$ cat src/hw/rtl/tcte_pkg.sv
// Shared types, codes, wave table and saturation helpers for the channel tick effects core.
`default_nettype none

package tcte_pkg;

  typedef enum logic [3:0] {
    KIND_LOAD      = 4'd0,
    KIND_TARGET    = 4'd1,
    KIND_TONEPORTA = 4'd2,
    KIND_UP        = 4'd3,
    KIND_DOWN      = 4'd4,
    KIND_VOLSLIDE  = 4'd5,
    KIND_VIBRATO   = 4'd6,
    KIND_TREMOLO   = 4'd7,
    KIND_TREMOR    = 4'd8,
    KIND_PANSLIDE  = 4'd9,
    KIND_EXTENDED  = 4'd10,
    KIND_XFINE     = 4'd11,
    KIND_SETVOL    = 4'd12,
    KIND_SETPAN    = 4'd13
  } kind_t;

  // extended / xfine sub-commands (high nibble of param)
  localparam logic [3:0] EXT_FINE_UP       = 4'h1;
  localparam logic [3:0] EXT_FINE_DOWN     = 4'h2;
  localparam logic [3:0] EXT_VIB_MODE      = 4'h4;
  localparam logic [3:0] EXT_TREM_MODE     = 4'h7;
  localparam logic [3:0] EXT_FINE_VOL_UP   = 4'hA;
  localparam logic [3:0] EXT_FINE_VOL_DOWN = 4'hB;

  // remembered full-byte parameters
  localparam logic [2:0] SLOT_UP       = 3'd0;
  localparam logic [2:0] SLOT_DOWN     = 3'd1;
  localparam logic [2:0] SLOT_VOLSLIDE = 3'd2;
  localparam logic [2:0] SLOT_PANSLIDE = 3'd3;
  localparam logic [2:0] SLOT_TREMOR   = 3'd4;
  localparam int unsigned FULL_SLOTS   = 5;

  // remembered fine-slide nibbles
  localparam logic [1:0] FSLOT_UP       = 2'd0;
  localparam logic [1:0] FSLOT_DOWN     = 2'd1;
  localparam logic [1:0] FSLOT_VOL_UP   = 2'd2;
  localparam logic [1:0] FSLOT_VOL_DOWN = 2'd3;
  localparam int unsigned FINE_SLOTS    = 4;

  localparam logic [1:0] WAVE_SINE   = 2'd0;
  localparam logic [1:0] WAVE_RAMP   = 2'd1;
  localparam logic [1:0] WAVE_SQUARE = 2'd2;
  localparam logic [1:0] WAVE_INDEX  = 2'd3;

  localparam logic [14:0] PERIOD_MAX = 15'h7cff;
  localparam logic [6:0]  VOLUME_MAX = 7'h40;

  localparam logic [7:0] WAVE_TABLE [32] = '{
    8'd0,   8'd24,  8'd49,  8'd74,  8'd97,  8'd120, 8'd141, 8'd161,
    8'd180, 8'd197, 8'd212, 8'd224, 8'd235, 8'd244, 8'd250, 8'd253,
    8'd255, 8'd253, 8'd250, 8'd244, 8'd235, 8'd224, 8'd212, 8'd197,
    8'd180, 8'd161, 8'd141, 8'd120, 8'd97,  8'd74,  8'd49,  8'd24
  };

  typedef struct packed {
    kind_t       kind;
    logic [7:0]  param;
    logic [14:0] period_value;
    logic [6:0]  volume_value;
  } item_t;

  typedef struct packed {
    logic [14:0] out_period;
    logic [6:0]  out_volume;
    logic [7:0]  out_pan;
  } result_t;

  typedef struct packed {
    logic [7:0] phase;
    logic [1:0] mode;
    logic [3:0] depth;
    logic       ramp_up;   // vib_phase bit 7, shared by both ramps
  } osc_req_t;

  function automatic logic [14:0] clamp_period(input logic signed [17:0] v);
    logic [14:0] r;
    if (v < 18'sd1) r = 15'd1;
    else if (v > $signed({3'b000, PERIOD_MAX})) r = PERIOD_MAX;
    else r = v[14:0];
    return r;
  endfunction

  function automatic logic [6:0] clamp_volume(input logic signed [9:0] v);
    logic [6:0] r;
    if (v < 10'sd0) r = 7'd0;
    else if (v > $signed({3'b000, VOLUME_MAX})) r = VOLUME_MAX;
    else r = v[6:0];
    return r;
  endfunction

endpackage

`default_nettype wire

$ cat src/hw/rtl/tcte_osc.sv
// Vibrato/tremolo oscillator: wave lookup scaled by depth.
`default_nettype none

module tcte_osc (
  input  tcte_pkg::osc_req_t req,
  output logic [11:0]        prod
);

  logic [4:0] idx;
  logic [7:0] wave;

  assign idx = req.phase[6:2];

  always_comb begin
    case (req.mode)
      tcte_pkg::WAVE_SINE:   wave = tcte_pkg::WAVE_TABLE[idx];
      tcte_pkg::WAVE_RAMP:   wave = req.ramp_up ? {idx, 3'b000} : ~{idx, 3'b000};
      tcte_pkg::WAVE_SQUARE: wave = 8'hff;
      default:               wave = {3'b000, idx};
    endcase
  end

  assign prod = {4'b0000, wave} * {8'b0, req.depth};

endmodule

`default_nettype wire

$ cat src/hw/rtl/tcte_engine.sv
// Channel state registers and combinational effect update.
`default_nettype none

module tcte_engine (
  input  logic                clk,
  input  logic                rst,
  input  logic                fire,
  input  tcte_pkg::item_t     item,
  output tcte_pkg::result_t   res
);

  logic [14:0] base_period, current_period, target_period;
  logic [6:0]  base_volume, current_volume;
  logic [7:0]  pan_position;
  logic [9:0]  slide_speed;
  logic [7:0]  vib_phase, trem_phase;
  logic [5:0]  vib_speed, trem_speed;
  logic [3:0]  vib_depth, trem_depth, vib_mode, trem_mode;
  logic [7:0]  gate_countdown;
  logic [7:0]  last_full [tcte_pkg::FULL_SLOTS];
  logic [3:0]  last_fine [tcte_pkg::FINE_SLOTS];

  logic [14:0] base_period_next, current_period_next, target_period_next;
  logic [6:0]  base_volume_next, current_volume_next;
  logic [7:0]  pan_position_next;
  logic [9:0]  slide_speed_next;
  logic [7:0]  vib_phase_next, trem_phase_next;
  logic [5:0]  vib_speed_next, trem_speed_next;
  logic [3:0]  vib_depth_next, trem_depth_next, vib_mode_next, trem_mode_next;
  logic [7:0]  gate_countdown_next;

  logic [3:0]  hi, lo;
  logic [2:0]  full_slot;
  logic        full_used;
  logic [7:0]  rp;
  logic [1:0]  fine_slot;
  logic        fine_used;
  logic [3:0]  rn;

  tcte_pkg::osc_req_t osc_req;
  logic [11:0]        osc_prod;

  assign hi = item.param[7:4];
  assign lo = item.param[3:0];

  // which remembered parameter this command uses
  always_comb begin
    full_used = 1'b1;
    case (item.kind)
      tcte_pkg::KIND_UP:       full_slot = tcte_pkg::SLOT_UP;
      tcte_pkg::KIND_DOWN:     full_slot = tcte_pkg::SLOT_DOWN;
      tcte_pkg::KIND_VOLSLIDE: full_slot = tcte_pkg::SLOT_VOLSLIDE;
      tcte_pkg::KIND_PANSLIDE: full_slot = tcte_pkg::SLOT_PANSLIDE;
      tcte_pkg::KIND_TREMOR:   full_slot = tcte_pkg::SLOT_TREMOR;
      default: begin
        full_slot = tcte_pkg::SLOT_UP;
        full_used = 1'b0;
      end
    endcase
  end

  always_comb begin
    fine_used = 1'b0;
    fine_slot = tcte_pkg::FSLOT_UP;
    if (item.kind == tcte_pkg::KIND_EXTENDED || item.kind == tcte_pkg::KIND_XFINE) begin
      case (hi)
        tcte_pkg::EXT_FINE_UP: begin
          fine_used = 1'b1;
          fine_slot = tcte_pkg::FSLOT_UP;
        end
        tcte_pkg::EXT_FINE_DOWN: begin
          fine_used = 1'b1;
          fine_slot = tcte_pkg::FSLOT_DOWN;
        end
        tcte_pkg::EXT_FINE_VOL_UP: begin
          fine_used = (item.kind == tcte_pkg::KIND_EXTENDED);
          fine_slot = tcte_pkg::FSLOT_VOL_UP;
        end
        tcte_pkg::EXT_FINE_VOL_DOWN: begin
          fine_used = (item.kind == tcte_pkg::KIND_EXTENDED);
          fine_slot = tcte_pkg::FSLOT_VOL_DOWN;
        end
        default: fine_used = 1'b0;
      endcase
    end
  end

  assign rp = (item.param != 8'd0) ? item.param : last_full[full_slot];
  assign rn = (lo != 4'd0) ? lo : last_fine[fine_slot];

  always_comb begin
    osc_req.phase   = (item.kind == tcte_pkg::KIND_TREMOLO) ? trem_phase : vib_phase;
    osc_req.mode    = (item.kind == tcte_pkg::KIND_TREMOLO) ? trem_mode[1:0] : vib_mode[1:0];
    osc_req.ramp_up = vib_phase[7];
    if (item.kind == tcte_pkg::KIND_TREMOLO) osc_req.depth = (lo != 4'd0) ? lo : trem_depth;
    else osc_req.depth = (lo != 4'd0) ? lo : vib_depth;
  end

  tcte_osc u_osc (
    .req  (osc_req),
    .prod (osc_prod)
  );

  always_comb begin
    logic signed [17:0] bp, tp, r;
    logic signed [9:0]  bv, pt;
    logic [14:0]        p_sat;
    logic [6:0]         v_sat;

    base_period_next    = base_period;
    current_period_next = current_period;
    target_period_next  = target_period;
    base_volume_next    = base_volume;
    current_volume_next = current_volume;
    pan_position_next   = pan_position;
    slide_speed_next    = slide_speed;
    vib_phase_next      = vib_phase;
    vib_speed_next      = vib_speed;
    vib_depth_next      = vib_depth;
    vib_mode_next       = vib_mode;
    trem_phase_next     = trem_phase;
    trem_speed_next     = trem_speed;
    trem_depth_next     = trem_depth;
    trem_mode_next      = trem_mode;
    gate_countdown_next = gate_countdown;

    bp    = $signed({3'b000, base_period});
    tp    = $signed({3'b000, target_period});
    bv    = $signed({3'b000, base_volume});
    r     = bp;
    pt    = $signed({2'b00, pan_position});
    p_sat = tcte_pkg::clamp_period(bp);
    v_sat = tcte_pkg::clamp_volume(bv);

    case (item.kind)
      tcte_pkg::KIND_LOAD: begin
        p_sat = tcte_pkg::clamp_period($signed({3'b000, item.period_value}));
        v_sat = tcte_pkg::clamp_volume($signed({3'b000, item.volume_value}));
        base_period_next    = p_sat;
        current_period_next = p_sat;
        base_volume_next    = v_sat;
        current_volume_next = v_sat;
        if (!vib_mode[2]) vib_phase_next = 8'd0;
        trem_phase_next     = 8'd0;
        gate_countdown_next = 8'd0;
      end
      tcte_pkg::KIND_TARGET: begin
        target_period_next = tcte_pkg::clamp_period($signed({3'b000, item.period_value}));
        if (item.param != 8'd0) slide_speed_next = {item.param, 2'b00};
      end
      tcte_pkg::KIND_TONEPORTA: begin
        if (tp != bp) begin
          if (tp < bp) begin
            r = bp - $signed({8'b0, slide_speed});
            if (r < tp) r = tp;
          end else begin
            r = bp + $signed({8'b0, slide_speed});
            if (r > tp) r = tp;
          end
          p_sat = tcte_pkg::clamp_period(r);
          base_period_next    = p_sat;
          current_period_next = p_sat;
        end
      end
      tcte_pkg::KIND_UP, tcte_pkg::KIND_DOWN: begin
        if (item.kind == tcte_pkg::KIND_UP) r = bp - $signed({8'b0, rp, 2'b00});
        else r = bp + $signed({8'b0, rp, 2'b00});
        p_sat = tcte_pkg::clamp_period(r);
        base_period_next    = p_sat;
        current_period_next = p_sat;
      end
      tcte_pkg::KIND_VOLSLIDE: begin
        if (rp[7:4] == 4'd0) v_sat = tcte_pkg::clamp_volume(bv - $signed({6'b0, rp[3:0]}));
        else v_sat = tcte_pkg::clamp_volume(bv + $signed({6'b0, rp[7:4]}));
        base_volume_next    = v_sat;
        current_volume_next = v_sat;
      end
      tcte_pkg::KIND_VIBRATO: begin
        vib_depth_next = osc_req.depth;
        if (hi != 4'd0) vib_speed_next = {hi, 2'b00};
        if (vib_phase[7]) r = bp - $signed({11'b0, osc_prod[11:5]});
        else r = bp + $signed({11'b0, osc_prod[11:5]});
        current_period_next = tcte_pkg::clamp_period(r);
        vib_phase_next = vib_phase + {2'b00, vib_speed_next};
      end
      tcte_pkg::KIND_TREMOLO: begin
        trem_depth_next = osc_req.depth;
        if (hi != 4'd0) trem_speed_next = {hi, 2'b00};
        if (trem_phase[7]) v_sat = tcte_pkg::clamp_volume(bv - $signed({4'b0, osc_prod[11:6]}));
        else v_sat = tcte_pkg::clamp_volume(bv + $signed({4'b0, osc_prod[11:6]}));
        current_volume_next = v_sat;
        trem_phase_next = trem_phase + {2'b00, trem_speed_next};
      end
      tcte_pkg::KIND_TREMOR: begin
        if (gate_countdown[6:0] == 7'd0) begin
          if (gate_countdown[7]) gate_countdown_next = {4'b0000, rp[3:0]};
          else gate_countdown_next = {4'b1000, rp[7:4]};
        end else begin
          gate_countdown_next = {gate_countdown[7], gate_countdown[6:0] - 7'd1};
        end
        current_volume_next = gate_countdown_next[7] ? base_volume : 7'd0;
      end
      tcte_pkg::KIND_PANSLIDE: begin
        if (rp[7:4] == 4'd0) pt = pt - $signed({2'b00, rp});
        else pt = pt + $signed({6'b0, rp[7:4]});
        if (pt < 10'sd0) pan_position_next = 8'd0;
        else if (pt > 10'sd255) pan_position_next = 8'hff;
        else pan_position_next = pt[7:0];
      end
      tcte_pkg::KIND_EXTENDED: begin
        case (hi)
          tcte_pkg::EXT_FINE_UP, tcte_pkg::EXT_FINE_DOWN: begin
            if (hi == tcte_pkg::EXT_FINE_UP) r = bp - $signed({12'b0, rn, 2'b00});
            else r = bp + $signed({12'b0, rn, 2'b00});
            p_sat = tcte_pkg::clamp_period(r);
            base_period_next    = p_sat;
            current_period_next = p_sat;
          end
          tcte_pkg::EXT_VIB_MODE:  vib_mode_next = lo;
          tcte_pkg::EXT_TREM_MODE: trem_mode_next = lo;
          tcte_pkg::EXT_FINE_VOL_UP, tcte_pkg::EXT_FINE_VOL_DOWN: begin
            if (hi == tcte_pkg::EXT_FINE_VOL_UP) v_sat = tcte_pkg::clamp_volume(bv + $signed({6'b0, rn}));
            else v_sat = tcte_pkg::clamp_volume(bv - $signed({6'b0, rn}));
            base_volume_next    = v_sat;
            current_volume_next = v_sat;
          end
          default: ;
        endcase
      end
      tcte_pkg::KIND_XFINE: begin
        if (hi == tcte_pkg::EXT_FINE_UP || hi == tcte_pkg::EXT_FINE_DOWN) begin
          if (hi == tcte_pkg::EXT_FINE_UP) r = bp - $signed({14'b0, rn});
          else r = bp + $signed({14'b0, rn});
          p_sat = tcte_pkg::clamp_period(r);
          base_period_next    = p_sat;
          current_period_next = p_sat;
        end
      end
      tcte_pkg::KIND_SETVOL: begin
        if (item.param <= {1'b0, tcte_pkg::VOLUME_MAX}) begin
          base_volume_next    = item.param[6:0];
          current_volume_next = item.param[6:0];
        end
      end
      tcte_pkg::KIND_SETPAN: pan_position_next = item.param;
      default: ;
    endcase
  end

  always_ff @(posedge clk) begin
    if (rst) begin
      base_period    <= '0;
      current_period <= '0;
      target_period  <= '0;
      base_volume    <= '0;
      current_volume <= '0;
      pan_position   <= '0;
      slide_speed    <= '0;
      vib_phase      <= '0;
      vib_speed      <= '0;
      vib_depth      <= '0;
      vib_mode       <= '0;
      trem_phase     <= '0;
      trem_speed     <= '0;
      trem_depth     <= '0;
      trem_mode      <= '0;
      gate_countdown <= '0;
      for (int i = 0; i < tcte_pkg::FULL_SLOTS; i++) last_full[i] <= '0;
      for (int i = 0; i < tcte_pkg::FINE_SLOTS; i++) last_fine[i] <= '0;
    end else if (fire) begin
      base_period    <= base_period_next;
      current_period <= current_period_next;
      target_period  <= target_period_next;
      base_volume    <= base_volume_next;
      current_volume <= current_volume_next;
      pan_position   <= pan_position_next;
      slide_speed    <= slide_speed_next;
      vib_phase      <= vib_phase_next;
      vib_speed      <= vib_speed_next;
      vib_depth      <= vib_depth_next;
      vib_mode       <= vib_mode_next;
      trem_phase     <= trem_phase_next;
      trem_speed     <= trem_speed_next;
      trem_depth     <= trem_depth_next;
      trem_mode      <= trem_mode_next;
      gate_countdown <= gate_countdown_next;
      if (full_used && item.param != 8'd0) last_full[full_slot] <= item.param;
      if (fine_used && lo != 4'd0) last_fine[fine_slot] <= lo;
    end
  end

  assign res.out_period = current_period_next;
  assign res.out_volume = current_volume_next;
  assign res.out_pan    = pan_position_next;

endmodule

`default_nettype wire

$ cat src/hw/rtl/tracker_channel_tick_effects_core.sv
// Top level of the channel tick effects core: stream ports, input and result registers.
`default_nettype none

// One effect command per transaction, one result per command. The core takes a
// new command every cycle while s_axis_tready is high; a command waits in the
// input register, where its whole state update (period/volume slides,
// oscillator lookup and multiply, saturation) is computed combinationally, and
// is captured into the result register when it advances, so a result passes
// through the input register and then the result register. The result register
// lets one new command in while a finished result waits for m_axis_tready; with
// both registers full s_axis_tready drops. The period registers reset to zero, so
// commands before the first load command that leave the period alone report zero.
module tracker_channel_tick_effects_core (
  input  logic        clk,
  input  logic        rst,
  input  logic        s_axis_tvalid,
  output logic        s_axis_tready,
  input  logic [31:0] s_axis_tdata,   // param[7:0], period_value[22:8], volume_value[29:23]
  input  logic [3:0]  s_axis_tuser,   // kind[3:0]
  output logic        m_axis_tvalid,
  input  logic        m_axis_tready,
  output logic [31:0] m_axis_tdata    // out_period[14:0], out_volume[21:15], out_pan[29:22]
);

  logic              in_valid;
  tcte_pkg::item_t   in_item;
  logic              out_valid;
  tcte_pkg::result_t out_res;
  tcte_pkg::result_t res;
  logic              advance;

  assign advance       = in_valid && (!out_valid || m_axis_tready);
  assign s_axis_tready = !in_valid || advance;

  always_ff @(posedge clk) begin
    if (rst) begin
      in_valid  <= 1'b0;
      out_valid <= 1'b0;
    end else begin
      if (s_axis_tready) in_valid <= s_axis_tvalid;
      if (!out_valid || m_axis_tready) out_valid <= in_valid;
    end
  end

  always_ff @(posedge clk) begin
    if (s_axis_tvalid && s_axis_tready) begin
      in_item.kind         <= tcte_pkg::kind_t'(s_axis_tuser);
      in_item.param        <= s_axis_tdata[7:0];
      in_item.period_value <= s_axis_tdata[22:8];
      in_item.volume_value <= s_axis_tdata[29:23];
    end
    if (advance) out_res <= res;
  end

  tcte_engine u_engine (
    .clk  (clk),
    .rst  (rst),
    .fire (advance),
    .item (in_item),
    .res  (res)
  );

  assign m_axis_tvalid = out_valid;
  assign m_axis_tdata  = {2'b00, out_res.out_pan, out_res.out_volume, out_res.out_period};

endmodule

`default_nettype wire
$ cat config.mk
export PLATFORM = sky130hd
export DESIGN_NAME = tracker_channel_tick_effects_core
export DESIGN_NICKNAME = d
export VERILOG_FILES = /design/src/hw/rtl/tcte_pkg.sv /design/src/hw/rtl/tcte_osc.sv /design/src/hw/rtl/tcte_engine.sv /design/src/hw/rtl/tracker_channel_tick_effects_core.sv
export SDC_FILE = /design/constraint.sdc
export NUM_CORES = 1
export LEC_CHECK = 0
export BUFFER_PORTS_ARGS = -buffer_cell sky130_fd_sc_hd__buf_2
export CAP_MARGIN = 10
export CELL_PAD_IN_SITES_DETAIL_PLACEMENT = 1
export CELL_PAD_IN_SITES_GLOBAL_PLACEMENT = 2
export CORE_MARGIN = 2
export CORE_UTILIZATION = 39
export CTS_CLUSTER_SIZE = 20
export DETAILED_ROUTE_END_ITERATION = 10
export MAX_ROUTING_LAYER = met4
export PLACE_DENSITY = 0.77
export SKIP_CTS_REPAIR_TIMING = 1
export SYNTH_ARGS = -nofsm -noshare
export SYNTH_HDL_FRONTEND = slang
export SYNTH_SLANG_ARGS = --single-unit
$ cat constraint.sdc
create_clock -name clk -period 11.7 [get_ports clk]
set_input_delay 0.585 -clock clk [delete_from_list [all_inputs] [get_ports clk]]
set_output_delay 0.585 -clock clk [all_outputs]
set_load 0.02 [all_outputs]
==> metrics, run 1 <==
CP max stage cell=mux2i_1; routed len/inst=roughly 27 um; initial antenna violation count=3; fin. max-slew vios=0; total CTS buffers=34; post-route setup TNS=0 ns; synth unique cells=between 100 and 150; grt met1 use=40.3%; Final period util=about nine tenths; GRT overflow=0; vias in the first global route=about 23k; HP Class=input port to flip-flop; Worst Path Class, Setup=flip-flop to flip-flop; CP most frequent cell=a21oi_1; Detailed Route WL=slightly below 100000 um; FMAX=0.0942 GHz; root buf cell=clkbuf_16; Antenna Nets Post-Route=0; RSZ-0062 raised after global routing=no; num rows=88; CP Launch Type=flip-flop; fin crit period=~11 ns; CP endpoint kind=flip-flop; input/output buffers=just under 70; Final #Nets=between 3k and 4k; number of flops mapped to enable cells by yosys=123; Post-synth top cells=nor2_1, nand2_1, ha_1; Clock Path Buffers=3; worst clock skew=about 0.029 ns; Avg Cell Area, Syn=a little over 8 um2; clk_lat worst skew=0.57 ns; post-route core utilization=a little over two fifths; most numerous cell in the Yosys netlist=nor2_1; met3 Usage GRT=4.25%; CP max stage delay=~0.63 ns; RD Place Congestion=between 0.9 and 1; drt pass-1 iters=5; post-DP HPWL=73900 um; cell taking the most area after synthesis=edfxtp_1; Seq cells post-synth=249; GRT met2 Usage=between 50% and 60%; mapped cell area=22800 um2; Clock Sink Count=249; H-tree levels=2; Vias=22.6k; Mapped Cells=around 2.8k; ys async rst share=0%; CTS tree=yes; max_cap viols=0; Final setup viols=0; VDD IR max=0.120 mV; Top-Level Pins=74; drt via density=about 6.2; P_leak=between 10 and 15 nW; CORE AREA=57800 um2; post-synthesis sequential area ratio=27.2%; first-pass GRT wire length=approximately 150000 um; largest net degree at the start of global routing=67; area delta synth->final=10.3%; ys flop type=dfxtp_1; final hold vios=0; Ys Warns=0; initial detailed-routing violation count=1738; crit path DAT=around 11 ns; Synth area leaders=edfxtp_1, dfxtp_1, ha_1; All-Layer GR Usage=around 33%; DR DRC count=0; Yosys top cell area share=16.2%; Clock transition at path regs=about 0.060 ns; share of cells above drive strength 1=about a tenth; critical path peak fanout=27; Max-slew headroom=23.2%; Top Usage Layer GRT=met2; required time worst endpoint=about 12 ns; Initial Utilization=between 30% and 40%; power per standard cell area=111 nW/um2; Die W=approximately 250 um; Worst Max-Slew Pin Slew=roughly 1.1 ns; full die area=around 60000 um2; Die Y=about 250 um; status=finished, final reports clean
==> state kept, by name, indices dropped and copies added (netlist names), 2 cells and up <==
| name | flops |
|---|---|
| u_engine.base_volume | 7 |
| u_engine.current_period | 15 |
| m_axis_tdata | 30 |
| u_engine.current_volume | 7 |
| u_engine.pan_position | 8 |
| u_engine.base_period | 15 |
| u_engine.vib_phase | 8 |
| u_engine.last_fine | 16 |
| in_item | 34 |
| u_engine.vib_mode | 3 |
| u_engine.trem_mode | 2 |
| u_engine.vib_depth | 4 |
| u_engine.trem_phase | 8 |
| u_engine.vib_speed | 6 |
| u_engine.trem_speed | 6 |
| u_engine.target_period | 15 |
| u_engine.gate_countdown | 8 |
| u_engine.trem_depth | 4 |
| u_engine.last_full | 43 |
| u_engine.slide_speed | 8 |
==> cell type report <==
cell class / count / area [um2]
Clock inverter: 21 / 245
Inverter: 153 / 574
Tap cell: 765 / 957
Clock buffer: 40 / 883
Multi-Input combinational cell: 2271 / 15500
Fill cell: 6932 / 32600
Timing Repair Buffer: 130 / 803
Antenna cell: 1 / 2.50
Sequential cell: 249 / 6220
==> worst paths after layout <==
path | start | end | slack (ns) | depth (start not counted)
min | s_axis_tdata[3] | in_item[25] | 0.19 | 1
max reg2reg | in_item[33] | m_axis_tdata[1] | 1.08 | 36
min reg2reg | u_engine.gate_countdown[3] | u_engine.gate_countdown[3] | 0.47 | 2
max | in_item[33] | m_axis_tdata[1] | 1.08 | 36
==> per-layer routing <==
layer	share of wire, %	wire length (um)
met5	0	0
met4	4.5	4320
met3	5.0	4780
met2	47	45500
met1	43	41800
==> cells by family (layout without fill, tap and decap cells) <==
kind of cell	Yosys count	after routing	share of synthesized area [%]
AND/OR/NAND/NOR	1032	1032	22.3
adder cells (fa/ha/maj)	217	217	12.9
XOR/XNOR	118	118	4.56
multiplexers	48	48	2.27
AO/OA/AOI/OAI	851	851	25.6
buffers and inverters	298	344	5.09
other	1	6	0.0164
flip-flops	249	249	27.2
==> worst max-delay path: cells and delay by family (launching register included) <==
kind            cells  cell delay [ns]
flops               1             0.39
fa+ha+maj           5             1.93
buf+inv             4             0.78
xor+xnor            1             0.19
simple gates        8             1.53
compound gates     17             4.82
mux                 1             0.63
==> stage by stage <==
stage / std cells / total power [mW] / setup WS, ns / hold WS [ns] / area, um2
after floorplan: 2818 / 1.47 / 3.29 / 0.424 / 22800
after global placement: 3567 / 1.72 / 1.44 / 0.459 / 24000
after detailed placement: 3568 / 1.73 / 1.06 / 0.464 / 24000
after CTS: 3629 / 2.81 / 0.989 / 0.164 / 25200
after global routing: 3629 / 2.92 / 0.0668 / 0.174 / 25200
final: 3630 / 2.81 / 1.08 / 0.194 / 25200
==> placed cells by master, fill, tap and decap left out, types with 41 or more instances in the layout <==
master    count
xnor2_1      85
nor2_1      329
a211oi_1     41
nand2_1     216
edfxtp_1    123
inv_1       146
dfxtp_1     126
ha_1        186
a21oi_1     182
o21ai_0     160
nor3_1       79
a22oi_1      41
nor2b_1      45
buf_2        69
and2_1       73
nand3_1      50
buf_4        61
a21o_1       47
==> report_power, final <==
group | switching [mW] | internal [mW]
clock network | 0.435 | 0.636
logic | 0.511 | 0.244
registers | 0.0288 | 0.950
total | 0.975 | 1.83
Power figures use the tool's default switching activity.
==> run 2: changes to the inputs <==
- CTS_CLUSTER_DIAMETER: default -> 150
- PLACE_DENSITY: 0.77 -> 0.78
- SYNTH_HIERARCHICAL: default -> 1
==> run 2 against run 1 <==
Register-to-register slack improved by 0.45 ns; sequential power fell by 1%; worst setup slack improved by 0.45 ns; cell count rose by 1.3%; critical endpoint is now m_axis_tdata[4]; clock power fell by 44%; maximum frequency rose by 4.4%; critical path depth fell by 4; critical path type unchanged; routed wire length rose by 0.99%; utilization fell by 1.2 points.
==> metrics, run 2 <==
VDD IR max=0.102 mV (-15%); register share of total power=39.7% (+4.8 points); RD Place Congestion=0.982 (-1.0%); Clk network pwr share=24.5% (-14 points); Detailed Route WL=97400 um (+0.99%); largest net degree at the start of global routing=56 (-16%); share of cells above drive strength 1=8.26% (-1.2 points); CORE AREA=58800 um2 (+1.7%); H-tree levels=1 (-1); drt via density=6.26 (+0.63%); final hold vios=0 (unchanged); area taken by multi-input logic gates=15800 um2 (+2.0%); CP endpoint kind=flip-flop; Vias=23.0k (+2.0%); post-DP HPWL=75100 um (+1.6%); Clock Path Buffers=3 (unchanged); total CTS buffers=16 (-53%); most frequent cells in the layout=nor2_1, nand2_1, a21oi_1; vias in the first global route=23.4k (-0.47%); required time worst endpoint=11.99 ns (+0.02 ns); Antenna Nets Post-Route=0 (unchanged); Die W=248 um (+0.69%); Reg with most FFs=u_engine/last_full; GRT overflow=0 (unchanged); HP Class=input port to flip-flop; All-Layer GR Usage=32.2% (-0.48 points); worst clock skew=0.0184 ns (-0.0111 ns); commonest non-fill, non-tap cell in the layout=nor2_1; Int Pwr=1.50 mW (-18%); CP max stage delay=0.97 ns (+0.34 ns); P_leak=10.1 nW (+0.39%); first-pass GRT wire length=146000 um (-0.11%); Initial Utilization=39.4% (-0.12 points); Largest register FFs=40 (-7.0%); CTS tree=yes; num rows=89 (+1.1%); CP max stage cell=a211oi_1; Max-slew headroom=19.3% (-3.8 points); power per standard cell area=97.9 nW/um2 (-12%); initial antenna violation count=1 (-2); Worst Max-Slew Pin Slew=1.20 ns (+0.0542 ns); Final period util=86.9% (-3.8 points); Clock transition at path regs=0.10 ns (+0.04 ns); routed len/inst=26.5 um (-0.33%); drt pass-1 iters=5 (unchanged); Mapped Cells=2895 (+2.9%); crit path DAT=10.46 ns (-0.43 ns); Clock Sink Count=246 (-1.2%); CP most frequent cell=inv_1; input/output buffers=69 (unchanged); Avg Cell Area, Syn=8.00 um2 (-1.4%); area delta synth->final=7.55%; FMAX=0.0983 GHz (+4.4%); max_cap viols=0 (unchanged); root buf cell=clkbuf_16; Fillers=7148 (+3.1%); Ys Warns=6 (+6); status=finished, final reports clean; Final #Nets=3152 (+1.8%); Final setup viols=0 (unchanged); Comb power frac=35.8% (+8.9 points); fin crit period=10.17 ns (-0.448 ns); CP Launch Type=flip-flop; RSZ-0062 raised after global routing=no; DR DRC count=0 (unchanged); Sw Pwr=0.938 mW (-3.8%); initial detailed-routing violation count=1452 (-16%); post-route core utilization=42.3% (-1.2 points); clk_lat worst skew=0.54 ns (-0.03 ns); fin. max-slew vios=0 (unchanged); switching share of power=38.5% (+3.7 points); full die area=61300 um2 (+1.4%); FF+latch area=6130 um2 (-1.4%); Top-Level Pins=74 (unchanged); Worst Path Class, Setup=flip-flop to flip-flop; post-route setup TNS=0 ns (unchanged); mapped cell area=23100 um2 (+1.4%); critical path peak fanout=30 (+11%); Die Y=248 um (+0.69%)
## run 2: power groups by stage
stage	logic [mW]	registers, mW	clock network, mW
floorplan	0.554	0.985	0
global placement	0.833	0.985	0
detailed placement	0.851	0.987	0
CTS	0.856	0.967	0.616
global route	0.938	0.971	0.640
finish	0.873	0.968	0.597
## run 2: metal layers
metal	share of wire [%]	vias to the layer above	track usage, %
li1	-	10600	-
met1	44	11500	40.2
met2	47	674	53.1
met3	4.6	196	2.84
met4	5.1	0	14.0
met5	0	-	-
## run 2: area by class of cell
class	instances	share of cell area, %
multi-input cells	2320	63.5
flip-flops and latches	246	24.6
clock inverters	2	0.131
repair buffers	145	3.65
diodes	1	0.0101
clock buffers	26	1.76
inverters	165	2.49
well taps	773	3.88
## run 2: final timing paths
check	from	to	slack (ns)	cells after the start
max	in_item[31]	m_axis_tdata[4]	1.53	32
min	s_axis_tdata[2]	in_item[24]	0.22	1
max reg2reg	in_item[31]	m_axis_tdata[4]	1.53	32
min reg2reg	u_engine/trem_speed[0]	u_engine/trem_speed[0]	0.48	1
## run 2: worst max-delay path, delay by kind of cell, from the launching register on
| kind | cells | cell delay, ns |
|---|---|---|
| XOR/XNOR | 2 | 0.58 |
| buffers and inverters | 5 | 0.92 |
| adder cells (fa/ha/maj) | 5 | 2.26 |
| AO/OA/AOI/OAI | 10 | 3.64 |
| AND/OR/NAND/NOR | 10 | 2.14 |
| flip-flops | 1 | 0.34 |
## run 2: through the flow
step | hold WS (ns) | worst slack, ns | power [mW] | area (um2) | instances
4_1_cts | 0.200 | 1.49 | 2.44 | 24900 | 3673
3_5_place_dp | 0.467 | 1.53 | 1.84 | 24400 | 3645
2_1_floorplan | 0.439 | 2.54 | 1.54 | 23200 | 2896
6_report | 0.218 | 1.53 | 2.44 | 24900 | 3678
5_1_grt | 0.198 | 0.782 | 2.55 | 24900 | 3678
3_3_place_gp | 0.461 | 1.86 | 1.82 | 24400 | 3645
